### config.mk
export PLATFORM = sky130hd
export DESIGN_NAME = spi_transfer_coalescer
export DESIGN_NICKNAME = d
export VERILOG_FILES = /design/src/rtl/stc_pkg.sv /design/src/rtl/stc_front.sv /design/src/rtl/stc_queue.sv /design/src/rtl/stc_back.sv /design/src/rtl/spi_transfer_coalescer.sv
export VERILOG_INCLUDE_DIRS = /design/src /design/src/rtl
export SDC_FILE = /design/constraint.sdc
export NUM_CORES = 1
export LEC_CHECK = 0
export ABC_AREA = 1
export BUFFER_PORTS_ARGS = -buffer_cell sky130_fd_sc_hd__buf_2
export CORE_UTILIZATION = 45
export DETAILED_ROUTE_END_ITERATION = 10
export GPL_ROUTABILITY_DRIVEN = 0
export PLACE_DENSITY = 0.62
export SYNTH_ARGS = -nofsm -noshare
export SYNTH_HDL_FRONTEND = slang
export SYNTH_SLANG_ARGS = --single-unit
### constraint.sdc
create_clock -name clk -period 4.7 [get_ports clk]
set_input_delay 0.235 -clock clk [delete_from_list [all_inputs] [get_ports clk]]
set_output_delay 0.235 -clock clk [all_outputs]
set_load 0.01 [all_outputs]
### src/rtl/spi_transfer_coalescer_macros.svh
// Assertion macros for the SPI transfer coalescer.
// Used by the top level; expects signals named clk and rst in scope.
`ifndef SPI_TRANSFER_COALESCER_MACROS_SVH
`define SPI_TRANSFER_COALESCER_MACROS_SVH

// Same-cycle implication, checked outside reset.
`define STC_ASSERT_NOW(label, ante, cons) \
  label: assert property (@(posedge clk) disable iff (rst) (ante) |-> (cons)) \
    else $error("coalescer check failed");

// Next-cycle implication, checked outside reset.
`define STC_ASSERT_NEXT(label, ante, cons) \
  label: assert property (@(posedge clk) disable iff (rst) (ante) |=> (cons)) \
    else $error("coalescer check failed");

`endif

### src/rtl/stc_pkg.sv
// Shared constants, types and evaluation functions of the SPI transfer coalescer.
// No dependencies; imported by every module of the block.
`default_nettype none

package stc_pkg;

  // Buffer limits of the controller.
  localparam int HALF_DUPLEX_BYTES = 32;
  localparam int FULL_DUPLEX_BYTES = 16;
  localparam int OPCODE_BYTES      = 4;
  localparam int MAX_TXNS          = 16;

  // Result queue between the front and back parts.
  localparam int QUEUE_DEPTH = 4;
  localparam int QPTR_W      = $clog2(QUEUE_DEPTH);
  localparam int QCNT_W      = $clog2(QUEUE_DEPTH + 1);

  // Transaction types.
  localparam logic [1:0] TXN_WRITE  = 2'd0;
  localparam logic [1:0] TXN_READ   = 2'd1;
  localparam logic [1:0] TXN_DUPLEX = 2'd2;

  // Status codes.
  localparam logic [1:0] ST_OK          = 2'd0;
  localparam logic [1:0] ST_BAD_PARAM   = 2'd1;
  localparam logic [1:0] ST_UNSUPPORTED = 2'd2;

  // Register index of the configuration port.
  localparam logic [0:0] REG_IDLE_LEVEL = 1'b0;

  typedef struct packed {
    logic [1:0] txn_type;
    logic [2:0] opcode_bytes;
    logic [5:0] payload_bytes;
    logic [6:0] transfers_merged;
    logic [3:0] txn_index;
    logic [1:0] status;
    logic       plan_done;
  } result_t;

  // One queue entry carries the results of one descriptor.
  typedef struct packed {
    logic    two;
    result_t first;
    result_t second;
  } entry_t;

  // Outcome of opening a transaction with a descriptor.
  typedef struct packed {
    logic [1:0] status;
    logic [1:0] ttype;
    logic [2:0] opcode;
    logic [5:0] payload;
  } open_t;

  // Outcome of appending a descriptor to the open transaction.
  typedef struct packed {
    logic       ok;
    logic [1:0] ttype;
    logic [5:0] sum;
  } append_t;

  function automatic result_t make_result(input logic [1:0] ttype, input logic [2:0] opcode,
                                          input logic [5:0] payload, input logic [5:0] count,
                                          input logic [3:0] index, input logic [1:0] status,
                                          input logic done);
    result_t r;
    r.txn_type         = ttype;
    r.opcode_bytes     = opcode;
    r.payload_bytes    = payload;
    r.transfers_merged = {1'b0, count};
    r.txn_index        = index;
    r.status           = status;
    r.plan_done        = done;
    return r;
  endfunction

  function automatic result_t make_error(input logic [3:0] index, input logic [1:0] status);
    return make_result(TXN_WRITE, 3'd0, 6'd0, 6'd0, index, status, 1'b1);
  endfunction

  function automatic open_t open_eval(input logic w, input logic r, input logic [7:0] len,
                                      input logic idle);
    open_t o;
    logic [8:0] wr_lim;
    o      = '0;
    wr_lim = 9'(FULL_DUPLEX_BYTES + OPCODE_BYTES) - {8'd0, idle};
    if ((!w && !r) || len == 8'd0) begin
      o.status = ST_BAD_PARAM;
    end else if (w && r) begin
      o.status = ST_UNSUPPORTED;
    end else if (w) begin
      if ({1'b0, len} > wr_lim) begin
        o.status = ST_UNSUPPORTED;
      end else begin
        o.ttype = TXN_WRITE;
        if (len > 8'(OPCODE_BYTES)) begin
          o.opcode = 3'(OPCODE_BYTES);
        end else begin
          o.opcode = len[2:0];
        end
        o.payload = 6'(len - {5'd0, o.opcode});
      end
    end else begin
      if (len > 8'(HALF_DUPLEX_BYTES)) begin
        o.status = ST_UNSUPPORTED;
      end else begin
        o.ttype   = TXN_READ;
        o.payload = len[5:0];
      end
    end
    return o;
  endfunction

  function automatic append_t append_eval(input logic [1:0] cur_type,
                                          input logic [2:0] cur_opcode,
                                          input logic [5:0] cur_payload,
                                          input logic w, input logic r,
                                          input logic [7:0] len, input logic look,
                                          input logic idle);
    append_t a;
    logic [8:0] sum;
    logic [8:0] full_lim;
    logic [8:0] half_idle;
    logic [8:0] half_lim;
    sum       = {3'd0, cur_payload} + {1'b0, len};
    full_lim  = 9'(FULL_DUPLEX_BYTES) - {8'd0, idle};
    half_idle = 9'(HALF_DUPLEX_BYTES) - {8'd0, idle};
    half_lim  = 9'(HALF_DUPLEX_BYTES);
    a.ok      = 1'b1;
    a.ttype   = cur_type;
    a.sum     = sum[5:0];
    if ((!w && !r) || len == 8'd0) begin
      a.ok = 1'b0;
    end else if (w && !r && look) begin
      a.ok = 1'b0;
    end else begin
      case (cur_type)
        TXN_READ: begin
          if (w) begin
            if (cur_opcode == 3'd0 || sum > full_lim) a.ok = 1'b0;
            else a.ttype = TXN_DUPLEX;
          end else if (sum > half_lim) begin
            a.ok = 1'b0;
          end
        end
        TXN_WRITE: begin
          if (w && !r) begin
            if (sum > half_idle) a.ok = 1'b0;
          end else if (r && !w) begin
            if (cur_payload == 6'd0) begin
              if ({1'b0, len} > half_lim) a.ok = 1'b0;
              else a.ttype = TXN_READ;
            end else if (sum <= full_lim) begin
              a.ttype = TXN_DUPLEX;
            end else begin
              a.ok = 1'b0;
            end
          end else begin
            if (sum > full_lim) a.ok = 1'b0;
            else a.ttype = TXN_DUPLEX;
          end
        end
        default: begin
          if (sum > full_lim) a.ok = 1'b0;
        end
      endcase
    end
    return a;
  endfunction

endpackage

`default_nettype wire

### src/rtl/stc_front.sv
// Front part: accepts descriptors, tracks the open transaction and builds results.
// Depends on stc_pkg.
`default_nettype none

module stc_front import stc_pkg::*; (
  input  wire logic       clk,
  input  wire logic       rst,
  input  wire logic       in_valid,
  input  wire logic       has_write,
  input  wire logic       has_read,
  input  wire logic [7:0] length,
  input  wire logic       next_is_duplex,
  input  wire logic       is_last,
  input  wire logic       idle,
  output logic            q_push,
  output entry_t          q_entry
);

  typedef struct packed {
    logic       open;
    logic [1:0] ttype;
    logic [2:0] opcode;
    logic [5:0] payload;
    logic [5:0] count;
    logic [3:0] counter;
    logic       dropping;
  } txn_state_t;

  txn_state_t state;
  txn_state_t state_next;
  open_t      op;
  append_t    ap;
  logic       push_any;
  logic [3:0] idx_inc;
  logic       at_limit;

  // Classify the descriptor against the open transaction.
  always_comb begin
    op       = open_eval(has_write, has_read, length, idle);
    ap       = append_eval(state.ttype, state.opcode, state.payload, has_write, has_read,
                           length, next_is_duplex && !is_last, idle);
    idx_inc  = (state.counter == 4'hF) ? 4'hF : state.counter + 4'd1;
    at_limit = ({1'b0, state.counter} + 5'd1) >= 5'(MAX_TXNS);
    state_next = state;
    push_any   = 1'b0;
    q_entry    = '0;
    if (state.dropping) begin
      if (is_last) state_next.dropping = 1'b0;
    end else if (!state.open) begin
      if (op.status != ST_OK) begin
        push_any            = 1'b1;
        q_entry.first       = make_error(4'd0, op.status);
        state_next          = '0;
        state_next.dropping = !is_last;
      end else if (is_last) begin
        push_any      = 1'b1;
        q_entry.first = make_result(op.ttype, op.opcode, op.payload, 6'd1, 4'd0, ST_OK, 1'b1);
        state_next    = '0;
      end else begin
        state_next.open    = 1'b1;
        state_next.ttype   = op.ttype;
        state_next.opcode  = op.opcode;
        state_next.payload = op.payload;
        state_next.count   = 6'd1;
        state_next.counter = 4'd0;
      end
    end else if (ap.ok) begin
      if (is_last) begin
        push_any      = 1'b1;
        q_entry.first = make_result(ap.ttype, state.opcode, ap.sum, state.count + 6'd1,
                                    state.counter, ST_OK, 1'b1);
        state_next    = '0;
      end else begin
        state_next.ttype   = ap.ttype;
        state_next.payload = ap.sum;
        state_next.count   = state.count + 6'd1;
      end
    end else begin
      // The open transaction closes; the descriptor starts the next one.
      push_any      = 1'b1;
      q_entry.two   = 1'b1;
      q_entry.first = make_result(state.ttype, state.opcode, state.payload, state.count,
                                  state.counter, ST_OK, 1'b0);
      if (at_limit) begin
        q_entry.second      = make_error(idx_inc, ST_UNSUPPORTED);
        state_next          = '0;
        state_next.dropping = !is_last;
      end else if (op.status != ST_OK) begin
        q_entry.second      = make_error(idx_inc, op.status);
        state_next          = '0;
        state_next.dropping = !is_last;
      end else if (is_last) begin
        q_entry.second = make_result(op.ttype, op.opcode, op.payload, 6'd1, idx_inc,
                                     ST_OK, 1'b1);
        state_next     = '0;
      end else begin
        q_entry.two        = 1'b0;
        state_next.open    = 1'b1;
        state_next.ttype   = op.ttype;
        state_next.opcode  = op.opcode;
        state_next.payload = op.payload;
        state_next.count   = 6'd1;
        state_next.counter = idx_inc;
      end
    end
  end

  assign q_push = in_valid && push_any;

  // Transaction state advances on every accepted descriptor.
  always_ff @(posedge clk) begin
    if (rst) begin
      state <= '0;
    end else if (in_valid) begin
      state <= state_next;
    end
  end

endmodule

`default_nettype wire

### src/rtl/stc_queue.sv
// Short queue of result entries between the front and back parts.
// Depends on stc_pkg.
`default_nettype none

module stc_queue import stc_pkg::*; (
  input  wire logic   clk,
  input  wire logic   rst,
  input  wire logic   push,
  input  wire entry_t push_entry,
  input  wire logic   deq,
  output entry_t      head,
  output logic        not_empty,
  output logic        full
);

  entry_t              mem [QUEUE_DEPTH];
  logic [QPTR_W-1:0]   wr_ptr;
  logic [QPTR_W-1:0]   rd_ptr;
  logic [QCNT_W-1:0]   count;
  logic                do_deq;

  assign not_empty = count != '0;
  assign full      = count == QCNT_W'(QUEUE_DEPTH);
  assign do_deq    = deq && not_empty;
  assign head      = mem[rd_ptr];

  // Entry storage.
  always_ff @(posedge clk) begin
    if (push) mem[wr_ptr] <= push_entry;
  end

  // Pointers and fill count.
  always_ff @(posedge clk) begin
    if (rst) begin
      wr_ptr <= '0;
      rd_ptr <= '0;
      count  <= '0;
    end else begin
      if (push) begin
        wr_ptr <= (wr_ptr == QPTR_W'(QUEUE_DEPTH - 1)) ? '0 : wr_ptr + QPTR_W'(1);
      end
      if (do_deq) begin
        rd_ptr <= (rd_ptr == QPTR_W'(QUEUE_DEPTH - 1)) ? '0 : rd_ptr + QPTR_W'(1);
      end
      if (push && !do_deq) count <= count + QCNT_W'(1);
      else if (!push && do_deq) count <= count - QCNT_W'(1);
    end
  end

endmodule

`default_nettype wire

### src/rtl/stc_back.sv
// Back part: hands out the one or two results of each queue entry in order.
// Depends on stc_pkg.
`default_nettype none

module stc_back import stc_pkg::*; (
  input  wire logic   clk,
  input  wire logic   rst,
  input  wire entry_t head,
  input  wire logic   q_valid,
  input  wire logic   pop,
  output result_t     res,
  output logic        empty,
  output logic        deq
);

  logic second_sel;

  assign empty = !q_valid;
  assign res   = second_sel ? head.second : head.first;
  assign deq   = pop && q_valid && (second_sel || !head.two);

  // Step to the second result of an entry, then release the entry.
  always_ff @(posedge clk) begin
    if (rst) begin
      second_sel <= 1'b0;
    end else if (pop && q_valid) begin
      second_sel <= !second_sel && head.two;
    end
  end

endmodule

`default_nettype wire

### src/rtl/spi_transfer_coalescer.sv
// SPI transfer coalescer: packs transfer descriptors into controller transactions.
// Input channel: a descriptor transfer happens at a clock edge with push high and
// full low. Result channel: the oldest result is on the result ports while empty
// is low, and is transferred at a clock edge with pop high.
// The idle_level_known register sits at byte address 0 of the APB port.
// A descriptor is classified in its accept cycle, and its results are registered
// in the result queue. One descriptor is taken per cycle while full is low; the
// result side delivers one result per cycle while pop is high; a descriptor that
// both closes a transaction and opens or fails the next yields two results.
// A four-entry result queue sits between the classifier and the result ports;
// when the receiver stalls, descriptors are still taken until the queue fills,
// and then full stays high until a result entry is released.
// Synchronous reset clears the open transaction, the drop state and the queue,
// and sets idle_level_known to 1. No clearing pass is needed.
// Depends on stc_pkg, stc_front, stc_queue, stc_back and the assertion macros.
`default_nettype none

`include "spi_transfer_coalescer_macros.svh"

module spi_transfer_coalescer import stc_pkg::*; (
  input  wire logic        clk,
  input  wire logic        rst,
  input  wire logic        psel,
  input  wire logic        penable,
  input  wire logic        pwrite,
  input  wire logic [2:0]  paddr,
  input  wire logic [31:0] pwdata,
  output logic [31:0]      prdata,
  output logic             pready,
  input  wire logic        push,
  output logic             full,
  input  wire logic        has_write,
  input  wire logic        has_read,
  input  wire logic [7:0]  length,
  input  wire logic        next_is_duplex,
  input  wire logic        is_last,
  output logic             empty,
  input  wire logic        pop,
  output logic [1:0]       txn_type,
  output logic [2:0]       opcode_bytes,
  output logic [5:0]       payload_bytes,
  output logic [6:0]       transfers_merged,
  output logic [3:0]       txn_index,
  output logic [1:0]       status,
  output logic             plan_done
);

  logic    idle_level_known;
  logic    in_valid;
  logic    q_push;
  entry_t  q_entry;
  entry_t  q_head;
  logic    q_valid;
  logic    q_deq;
  result_t res;

  // Configuration register.
  assign pready = 1'b1;
  always_ff @(posedge clk) begin
    if (rst) begin
      idle_level_known <= 1'b1;
    end else if (psel && penable && pwrite && pready && paddr[2:2] == REG_IDLE_LEVEL) begin
      idle_level_known <= pwdata[0];
    end
  end

  assign prdata = (paddr[2:2] == REG_IDLE_LEVEL) ? {31'd0, idle_level_known} : 32'd0;

  assign in_valid = push && !full;

  stc_front u_front (
    .clk            (clk),
    .rst            (rst),
    .in_valid       (in_valid),
    .has_write      (has_write),
    .has_read       (has_read),
    .length         (length),
    .next_is_duplex (next_is_duplex),
    .is_last        (is_last),
    .idle           (idle_level_known),
    .q_push         (q_push),
    .q_entry        (q_entry)
  );

  stc_queue u_queue (
    .clk        (clk),
    .rst        (rst),
    .push       (q_push),
    .push_entry (q_entry),
    .deq        (q_deq),
    .head       (q_head),
    .not_empty  (q_valid),
    .full       (full)
  );

  stc_back u_back (
    .clk     (clk),
    .rst     (rst),
    .head    (q_head),
    .q_valid (q_valid),
    .pop     (pop),
    .res     (res),
    .empty   (empty),
    .deq     (q_deq)
  );

  // Result fields.
  assign txn_type         = res.txn_type;
  assign opcode_bytes     = res.opcode_bytes;
  assign payload_bytes    = res.payload_bytes;
  assign transfers_merged = res.transfers_merged;
  assign txn_index        = res.txn_index;
  assign status           = res.status;
  assign plan_done        = res.plan_done;

  // An error result always ends the plan.
  `STC_ASSERT_NOW(a_error_ends_plan, !empty && status != ST_OK, plan_done)
  // A good transaction always holds at least one descriptor.
  `STC_ASSERT_NOW(a_ok_nonempty, !empty && status == ST_OK, transfers_merged != 7'd0)
  // No result appears without an accepted descriptor.
  `STC_ASSERT_NEXT(a_no_invented, empty && !(push && !full), empty)

endmodule

`default_nettype wire

Yosys cells after proc, flatten, opt, wreduce, memory -nomap -nowiden

Memories as Yosys holds them, arrays and structs flattened. A register that Yosys moved wholly into a read port is not among the register bits.
Index checks and enable logic that the tools add are counted.

Bits in registers: 32
Bits in writable memories: 204
Bits of input ports: 54
Output and inout bits: 60
Logic and storage cells: 162
Memories kept: 1

Memory list:

| name        | words | bits a word | rd ports | clocked after memory_dff | write ports | RTL line        | RTL |
|---|---|---|---|---|---|---|---|
| u_queue.mem | 4     | 51          | 1        | 1                        | 1           | stc_queue.sv:16 | `entry_t mem [QUEUE_DEPTH];` |

Add/subtract/negate cells: 12
Order comparisons: 9
Equality and inequality tests: 6
Multiplexer cells: 82
Bitwise logic cells: 2
Reduce and logical (&&, ||, !) cells: 38

Operators by type and width:

| cell                  | count |
|---|---|
| $mux W25              | 11 |
| $mux W23              | 5 |
| $mux W51              | 1 |
| $mux W22              | 2 |
| $mux W2               | 17 |
| $mux W3               | 11 |
| $mux W1               | 24 |
| $mux W11              | 2 |
| $gt A9 B9 Y1          | 2 |
| $logic_and A1 B1 Y1   | 17 |
| $gt A8 B6 Y1 const B  | 2 |
| $mux W12              | 1 |
| $mux W6               | 2 |
| $sub A5 B1 Y6 const A | 2 |
| $add A6 B8 Y9         | 1 |
| $gt A8 B9 Y1          | 1 |
| $gt A9 B6 Y1 const B  | 1 |
| $le A9 B9 Y1          | 1 |
| $logic_not A1 Y1      | 9 |
| $mux W9               | 1 |
| $gt A8 B3 Y1 const B  | 1 |
| $logic_not A8 Y1      | 1 |
| $mux W4               | 2 |
| $sub A6 B1 Y7 const A | 1 |
| 25 further kinds      | 31 |

Logic depth before layout (Yosys ltp)

Gate-level depths: netlist (run 1).

Word-level depth: 17
Mapped depth: 30
Depth with buffers taken out: 30

By module

A second synthesis (run 1) with hierarchy kept.

Cells, all modules: 1176
Area total of the unflattened synthesis: 11639.9 µm²

Modules (own cells, without submodules):

| module                 | times used | cells an instance | area an instance (µm²) | seq. area each (µm²) |
|---|---|---|---|---|
| stc_queue              | 1          | 557               | 8069.0                 | 6306.0 |
| stc_front              | 1          | 482               | 2859.0                 | 460.4 |
| stc_back               | 1          | 89                | 390.4                  | 20.0 |
| spi_transfer_coalescer | 1          | 48                | 321.6                  | 20.0 |

Least setup slack after synthesis (run 1)

Ideal clock, no wire load.

Path type: flip-flop to flip-flop
Start point: reg u_front.state[11] in the netlist's numbering
End point: mem u_queue.mem[0][0] in the netlist's numbering, enable pin
Library setup time: 0.442 ns
Arrival time: 4.224 ns
Data required time: 4.258 ns
Setup slack: 0.034 ns
Cell stages (with the launch flop): 20
Buffers on the path: 0
Clock period less this slack: 4.666 ns
Cell sequence: dfxtp_1 -> ha_1 -> inv_1 -> fa_1 -> xnor2_1 -> ha_1 -> nand2_1 -> o21ai_0 -> nand2_1 -> nand2_1 -> nand2_1 -> nand2_1 -> nand2_1 -> nand3_1 -> nand2_1 -> nand2_1 -> nand2_2 -> nand4_2 -> nand3_2 -> nor2_1

Word-level cells in the longest chain between the ends: 15
Elaborated cells between the ends (all ways): 25
Those cells by class: add/sub (1); order compare (4); mux (17); reduce/logical (3)

Ends and longest elaborated chain:

| element                         | RTL line         | RTL |
|---|---|---|
| start: declaration              | stc_front.sv:29  | `txn_state_t state;` |
| start signal: assignment        | stc_front.sv:115 | `state <= state_next;` |
| $add A6 B8 Y9                   | stc_pkg.sv:126   | `sum = {3'd0, cur_payload} + {1'b0, len};` |
| $le A9 B9 Y1                    | stc_pkg.sv:154   | `end else if (sum <= full_lim) begin` |
| $mux W1                         | stc_pkg.sv:154   |  |
| $mux W3                         | stc_pkg.sv:151   | `if (cur_payload == 6'd0) begin` |
| $mux W3                         | stc_pkg.sv:150   | `end else if (r && !w) begin` |
| $mux W1                         | stc_pkg.sv:148   | `if (w && !r) begin` |
| $pmux W1 S2 *                   | stc_pkg.sv:138   | `case (cur_type)` |
| $mux W1 *                       | stc_pkg.sv:135   | `end else if (w && !r && look) begin` |
| $mux W1 *                       | stc_pkg.sv:133   | `if ((!w && !r) \|\| len == 8'd0) begin` |
| $mux W1 *                       | stc_front.sv:67  | `end else if (ap.ok) begin` |
| $mux W1 *                       | stc_front.sv:49  | `end else if (!state.open) begin` |
| $mux W1 *                       | stc_front.sv:47  | `if (state.dropping) begin` |
| $logic_and A1 B1 Y1 *           | stc_front.sv:108 | `assign q_push = in_valid && push_any;` |
| $mux W1 *                       | stc_queue.sv:29  | `if (push) mem[wr_ptr] <= push_entry;` |
| $mux W1 (implied by the code) * | stc_queue.sv:29  |  |
| end: declaration                | stc_queue.sv:16  |  |

Every way passes the cells marked *; elsewhere a longest branch is shown, timed or not.

Final worst setup path (run 1)

Start point: reg u_front.state[11] in the netlist's numbering
End point: reg u_queue.count[2]

Word-level cells in the longest chain between the ends: 16
Elaborated cells between the ends (all ways): 28
Those cells by class: add/sub (1); order compare (4); mux (16); reduce/logical (7)

Ends and longest elaborated chain:

| element                             | RTL line                     | RTL |
|---|---|---|
| $add A6 B8 Y9                       | stc_pkg.sv:126               |  |
| $le A9 B9 Y1                        | stc_pkg.sv:154               |  |
| $mux W1                             | stc_pkg.sv:154               |  |
| $mux W3                             | stc_pkg.sv:151               |  |
| $mux W3                             | stc_pkg.sv:150               |  |
| $mux W1                             | stc_pkg.sv:148               |  |
| $pmux W1 S2 *                       | stc_pkg.sv:138               |  |
| $mux W1 *                           | stc_pkg.sv:135               |  |
| $mux W1 *                           | stc_pkg.sv:133               |  |
| $mux W1 *                           | stc_front.sv:67              |  |
| $mux W1 *                           | stc_front.sv:49              |  |
| $mux W1 *                           | stc_front.sv:47              |  |
| $logic_and A1 B1 Y1 *               | stc_front.sv:108             |  |
| net q_push                          | spi_transfer_coalescer.sv:50 | `logic q_push;` |
| $logic_not A1 Y1                    | stc_queue.sv:46              | `else if (!push && do_deq) count <= count - QCNT_W'(1);` |
| $logic_and A1 B1 Y1                 | stc_queue.sv:46              |  |
| $reduce_bool A2 Y1 (no source line) | n/a                          |  |
| end signal: assignment              | stc_queue.sv:45              | `if (push && !do_deq) count <= count + QCNT_W'(1);` |
| end signal: assignment              | stc_queue.sv:46              |  |
| end: declaration                    | stc_queue.sv:19              | `logic [QCNT_W-1:0] count;` |

The timed path passes the listed nets; every way through them passes the cells marked *.
A chain may end at the register's enable or synchronous reset.

==> results of run 1 <==
## worst max-delay path, delay by kind of cell, from the launching register on
kind | cells | cell delay [ns]
simple gates | 15 | 1.25
xor+xnor | 1 | 0.14
compound gates | 3 | 0.37
flops | 1 | 0.39
fa+ha+maj | 5 | 1.40
buf+inv | 4 | 0.35
## final cells by class
cell class	instances	area, sq um
repair buffers	61	392.9
diodes	1	2.502
multi-input cells	740	3734
flip-flops and latches	202	5727
well taps	280	350.3
fillers	1983	10720
clock buffers	30	589.3
clock inverters	7	65.06
inverters	100	375.4
## sequential cells by signal, indices dropped and copies added, names as in the netlist, named ones only
register and cells:
idle_level_known 1, u_queue.rd_ptr 2, u_queue.wr_ptr 2, u_queue.mem 168, u_back.second_sel 1, u_front.state 23
u_queue.count 3
## cell families (layout without fill, tap and decap cells)
| kind of cell | after synthesis | after routing | synth area share, % |
|---|---|---|---|
| AO/OA/AOI/OAI | 239 | 239 | 12.94 |
| other | 2 | 35 | 0.07419 |
| XOR/XNOR | 6 | 6 | 0.5193 |
| adder cells (fa/ha/maj) | 27 | 27 | 3.486 |
| AND/OR/NAND/NOR | 434 | 434 | 18.38 |
| flip-flops | 202 | 202 | 56.56 |
| buffers and inverters | 177 | 198 | 8.035 |
## per-stage QoR
stage | util (%) | power, mW
5_1_grt | 51.16 | 5.774
3_5_place_dp | 48.13 | 3.928
3_3_place_gp | 48.13 | 3.903
6_report | 51.17 | 5.442
2_1_floorplan | - | 3.372
4_1_cts | 51.16 | 5.496
## how the worst min path moves through the flow
stage,start,end,cells past startpoint
floorplan,pwdata[0],idle_level_known$_SDFFE_PP1P_,2
global placement,pwdata[0],idle_level_known$_SDFFE_PP1P_,3
detailed placement,pwdata[0],idle_level_known$_SDFFE_PP1P_,3
CTS,paddr[2],idle_level_known$_SDFFE_PP1P_,4
global route,paddr[2],idle_level_known$_SDFFE_PP1P_,3
finish,paddr[2],idle_level_known$_SDFFE_PP1P_,3
## cells in the final DEF (no fill, tap or decap), types with 2 or more instances in the layout
master and count:
a211oi_1 2, a21oi_1 56, a21oi_2 4, a22oi_1 4, a31oi_1 20, buf_12 4
buf_2 47, buf_4 9, clkbuf_1 6, clkbuf_16 21, clkbuf_8 3, clkinv_1 4
clkinv_2 2, conb_1 34, dfxtp_1 33, edfxtp_1 168, fa_1 2, ha_1 25
inv_1 92, inv_2 6, nand2_1 124, nand2_2 10, nand3_1 38, nand3_2 7
nand3b_1 2, nand4_1 2, nor2_1 224, nor2_2 3, nor2_4 8, nor3_1 7
nor3_2 2, nor4_1 2, o2111ai_1 2, o211ai_1 3, o21ai_0 119, o21ai_1 6
o22ai_1 18, or2_4 2, xnor2_1 3, xor2_1 3
## layer usage
layer  track usage, %  up-vias  share of wire, %
met1            28.91     3509                47
li1                 -     3710                 -
met5                0        -                 0
met3            2.795       25               5.6
met2            33.69      205                46
met4            4.422        0               1.4
## what timing repair did
item,in CTS,in global routing
gates resized for setup,0,0
endpoints found under the hold margin,1,0
setup buffers,0,0
hold buffers,1,0
## power by group through the flow
stage / Clock, mW / Sequential, mW / Combinational, mW
CTS: 1.60 / 2.22 / 1.67
floorplan: 0 / 2.21 / 1.16
global route: 1.67 / 2.24 / 1.86
finish: 1.57 / 2.22 / 1.65
detailed placement: 0 / 2.26 / 1.67
global placement: 0 / 2.26 / 1.65
==> metrics.csv, run 1 <==
metric,value,unit
status,finished with violations,
violations,DRC,
netSwitchingFraction,33.88,%
synth_edf_count,168,
skew,0.01991,ns
cp.arrival,4.41,ns
die_w,152.0,um
grt_usage,20.47,%
finalNonFillerCells,1421,
finalSetupTns,0,ns
clk_latency,0.50,ns
grt_max_degree,57,
end_kind,register,
syn2layout_area_growth,11.00,%
internal_power,3.599,mW
critPathLaunchType,register,
r2r_start,u_front.state[11]$_SDFFE_PP0P_,
rows,54,
clk_path_buf_depth,3,
synth-main-ff-cell,edfxtp_1,
period_needed,3.983,ns
leakagePower,4.401,nW
ys_warn_count,0,
hold_class,input pin to register,
drc,18,
ys_seq_area_share,56.56,%
fmax,251.1,MHz
path_class,register to register,
clock_power_share,28.9,%
final_area,11240,sq um
path_max_fanout,4,
antenna_left,0,
slew_headroom,55.32,%
clkTransAtPathRegs,0.06,ns
hold_violations,0,
netlist-cell-type-count,46,
synthTopCellsByCount,"228 x nor2_1, 168 x edfxtp_1, 124 x nand2_1",
finalSetupViolations,0,
switchingPower,1.844,mW
slew_violations,0,
hold_ws,0.05054,ns
required,5.13,ns
rsz0062_at_grt,no,
grt_pass1_wl,37540,um
overflow,0,
synth_cells,1087,
wire_per_inst,16.32,um
worst_slack,0.7171,ns
yosys-top-cells-area,"edfxtp_1 50%, nor2_1 8.5%, dfxtp_1 6.7%, o21ai_0 5.9%, nand2_1 4.6%",
cts_max_level,1,
grt_pass1_vias,6995,
preCtsSetupSlack,0.7433,ns
antenna_found_initial,1,
initial_core_util,46.10,%
synth.avg_cell_area,9.312,sq um
cp_common_cell,nand2_1,
max_stage_delay,0.40,ns
ios,114,
dp.cells,1382,
ir_worst_vdd,0.2213,mV
synth_area,10120,sq um
r2r_end,u_queue.count[2]$_SDFFE_PP0P_,
yosysMostFrequentCell,nor2_1,
drt_wl_total,23200,um
finalNetCount,1207,
synth_top_area_cell,edfxtp_1,
async_reset_ff_share,0,%
vias,7449,
dr.pass1.iters,8,
drive_above_1_share,11.93,%
io_buffers,47,
cts-root-buf,clkbuf_16,
cts_sinks,202,
r2r_slack,0.72,ns
dpl.hpwl,14930,um
die_h,152.0,um
via_per_inst,5.242,
core-area,21960,sq um
cts_tree,done,
worstMarginPinSlew,0.6650,ns
crit_start,u_front.state[11]$_SDFFE_PP0P_,
reg2regPathDepth,28,
dieArea,23100,sq um
cp_slowest_cell,fa_1,
drt_iter0_drc,639,
max_cap_viol_count,0,
p_per_area,484.4,nW/um^2
endpoint,u_queue.count[2]$_SDFFE_PP0P_,
numCtsBuffers,21,
synth-seq-cells,202,
period_share,84.74,%
pwr-share-seq,40.8,%
yosysTopAreaCellShare,49.84,%
dpl_cell_area,10570,sq um
power_frac_comb,30.2,%
Note: power is estimated with default switching activity, not from simulation.
==> inputs of run 2 (changes only) <==
Settings changed: PLACE_DENSITY 0.62 to 0.6.
Clock period 4.7 ns to 4.03 ns, I/O delays scaled along.
==> metrics.csv, run 2 (same netlist as run 1, synthesis figures left out) <==
metric,value,unit
period_share,92.11,%
rows,54,
finalNetCount,1214,
rsz0062_at_grt,no,
register_area,5728,sq um
overflow,0,
finalSetupTns,0,ns
core-area,21960,sq um
dpl.hpwl,14770,um
slew_headroom,40.11,%
antenna_left,0,
end_kind,register,
final_area,11340,sq um
worstMarginPinSlew,0.8984,ns
syn2layout_area_growth,12.08,%
die_h,152.0,um
multi_input_area,3757,sq um
drc,15,
grt_max_degree,85,
die_w,152.0,um
grt_usage,20.20,%
initial_core_util,46.10,%
ios,114,
skew,0.01815,ns
final_cell_mix,"224 x nor2_1, 168 x edfxtp_1, 122 x nand2_1, 119 x o21ai_0, 92 x inv_1",
hold_violations,0,
drt_iter0_drc,652,
via_per_inst,5.327,
dr.pass1.iters,9,
violations,DRC,
slew_violations,0,
cts-root-buf,clkbuf_16,
clkTransAtPathRegs,0.06,ns
drive_above_1_share,12.64,%
period_needed,3.712,ns
layout_commonest_cell,nor2_1,
dieArea,23100,sq um
cts_tree,done,
clk_latency,0.49,ns
p_per_area,571.1,nW/um^2
vias,7601,
critPathLaunchType,register,
max_cap_viol_count,0,
io_buffers,47,
finalSetupViolations,0,
path_class,register to register,
finalPower,6.479,mW
diodes,0,
leakagePower,4.432,nW
path_max_fanout,4,
wire_per_inst,16.33,um
required,4.45,ns
fmax,269.4,MHz
ir_worst_vdd,0.2152,mV
utilization,51.66,%
grt_pass1_vias,6916,
dpl_cell_area,10610,sq um
numCtsBuffers,23,
grt_pass1_wl,37110,um
clk_path_buf_depth,3,
cts_max_level,1,
regMostFlops,u_queue.mem,
largest_register_ffs,168,
cp.arrival,4.13,ns
hold_class,input pin to register,
antenna_found_initial,0,
finalNonFillerCells,1427,
fillers,1997,
post_cts_buffers,0,
dp.cells,1387,
cts_sinks,202,
status,finished with violations,
drt_wl_total,23300,um
largestRegisters,"u_queue.mem x168, u_front.state x23, u_queue.count x3",
## run 2: layer usage
layer / GRT usage [%] / routed length, um / vias to the layer above
met5: 0 / 0 / -
met4: 4.082 / 248 / 0
met3: 2.710 / 1292 / 22
met2: 32.41 / 10610 / 226
met1: 29.38 / 11150 / 3623
li1: - / - / 3730
## run 2: area by class of cell
class / instances / area share (%)
inverter: 100 / 3.309
timing repair buffer: 66 / 3.794
tap: 280 / 3.088
clock inverter: 6 / 0.7059
multi-input combinational: 740 / 33.12
sequential: 202 / 50.49
clock buffer: 33 / 5.492
## run 2: power breakdown
group          internal (mW)  leakage, nW  switching [mW]  total (mW)
logic                  0.652         2.21            1.31        1.97
registers               2.48         1.89          0.0937        2.57
clock network           1.19        0.337           0.750        1.94
total                   4.32         4.43            2.16        6.48
## run 2: path summary, 6_finish.rpt
check | startpoint | to | slack [ns] | depth (start not counted)
max | u_front.state[13]$_SDFFE_PP0P_ | u_queue.count[2]$_SDFFE_PP0P_ | 0.32 | 26
min | paddr[2] | idle_level_known$_SDFFE_PP1P_ | 0.02 | 4
max reg2reg | u_front.state[13]$_SDFFE_PP0P_ | u_queue.count[2]$_SDFFE_PP0P_ | 0.32 | 26
min reg2reg | u_queue.count[1]$_SDFFE_PP0P_ | u_queue.count[1]$_SDFFE_PP0P_ | 0.50 | 2
## run 2: critical path: stages, from the launching register on
cell,delay [ns]
dfxtp_1,0.41
ha_1,0.31
or2_4,0.29
nand3_1,0.11
nand3b_1,0.09
nand2_2,0.11
inv_1,0.10
ha_1,0.30
nand2_1,0.07
inv_1,0.05
nand2_1,0.06
nor2_1,0.04
nand2_1,0.06
nand3_1,0.11
nand2_1,0.13
nand2_2,0.09
nand4_4,0.13
nand3_2,0.08
inv_1,0.07
ha_1,0.14
inv_1,0.07
fa_1,0.38
nor2_1,0.11
nor2_1,0.04
nand2_1,0.07
o21ai_0,0.07
a21oi_1,0.14
## run 2: stage by stage
stage                     hold WS, ns  setup WS, ns
final                         0.01949        0.3181
after global routing          0.05984      0.003183
after CTS                    0.002968        0.2082
after detailed placement       0.4286        0.2264
after global placement         0.4246        0.2942
after floorplan                0.3319       -0.6361
## run 2: repair_timing
item | CTS | global route
hold buffers | 1 | 0
endpoints found under the setup margin | 0 | 2
gates resized for setup | 0 | 6
hold endpoints to repair | 1 | 0
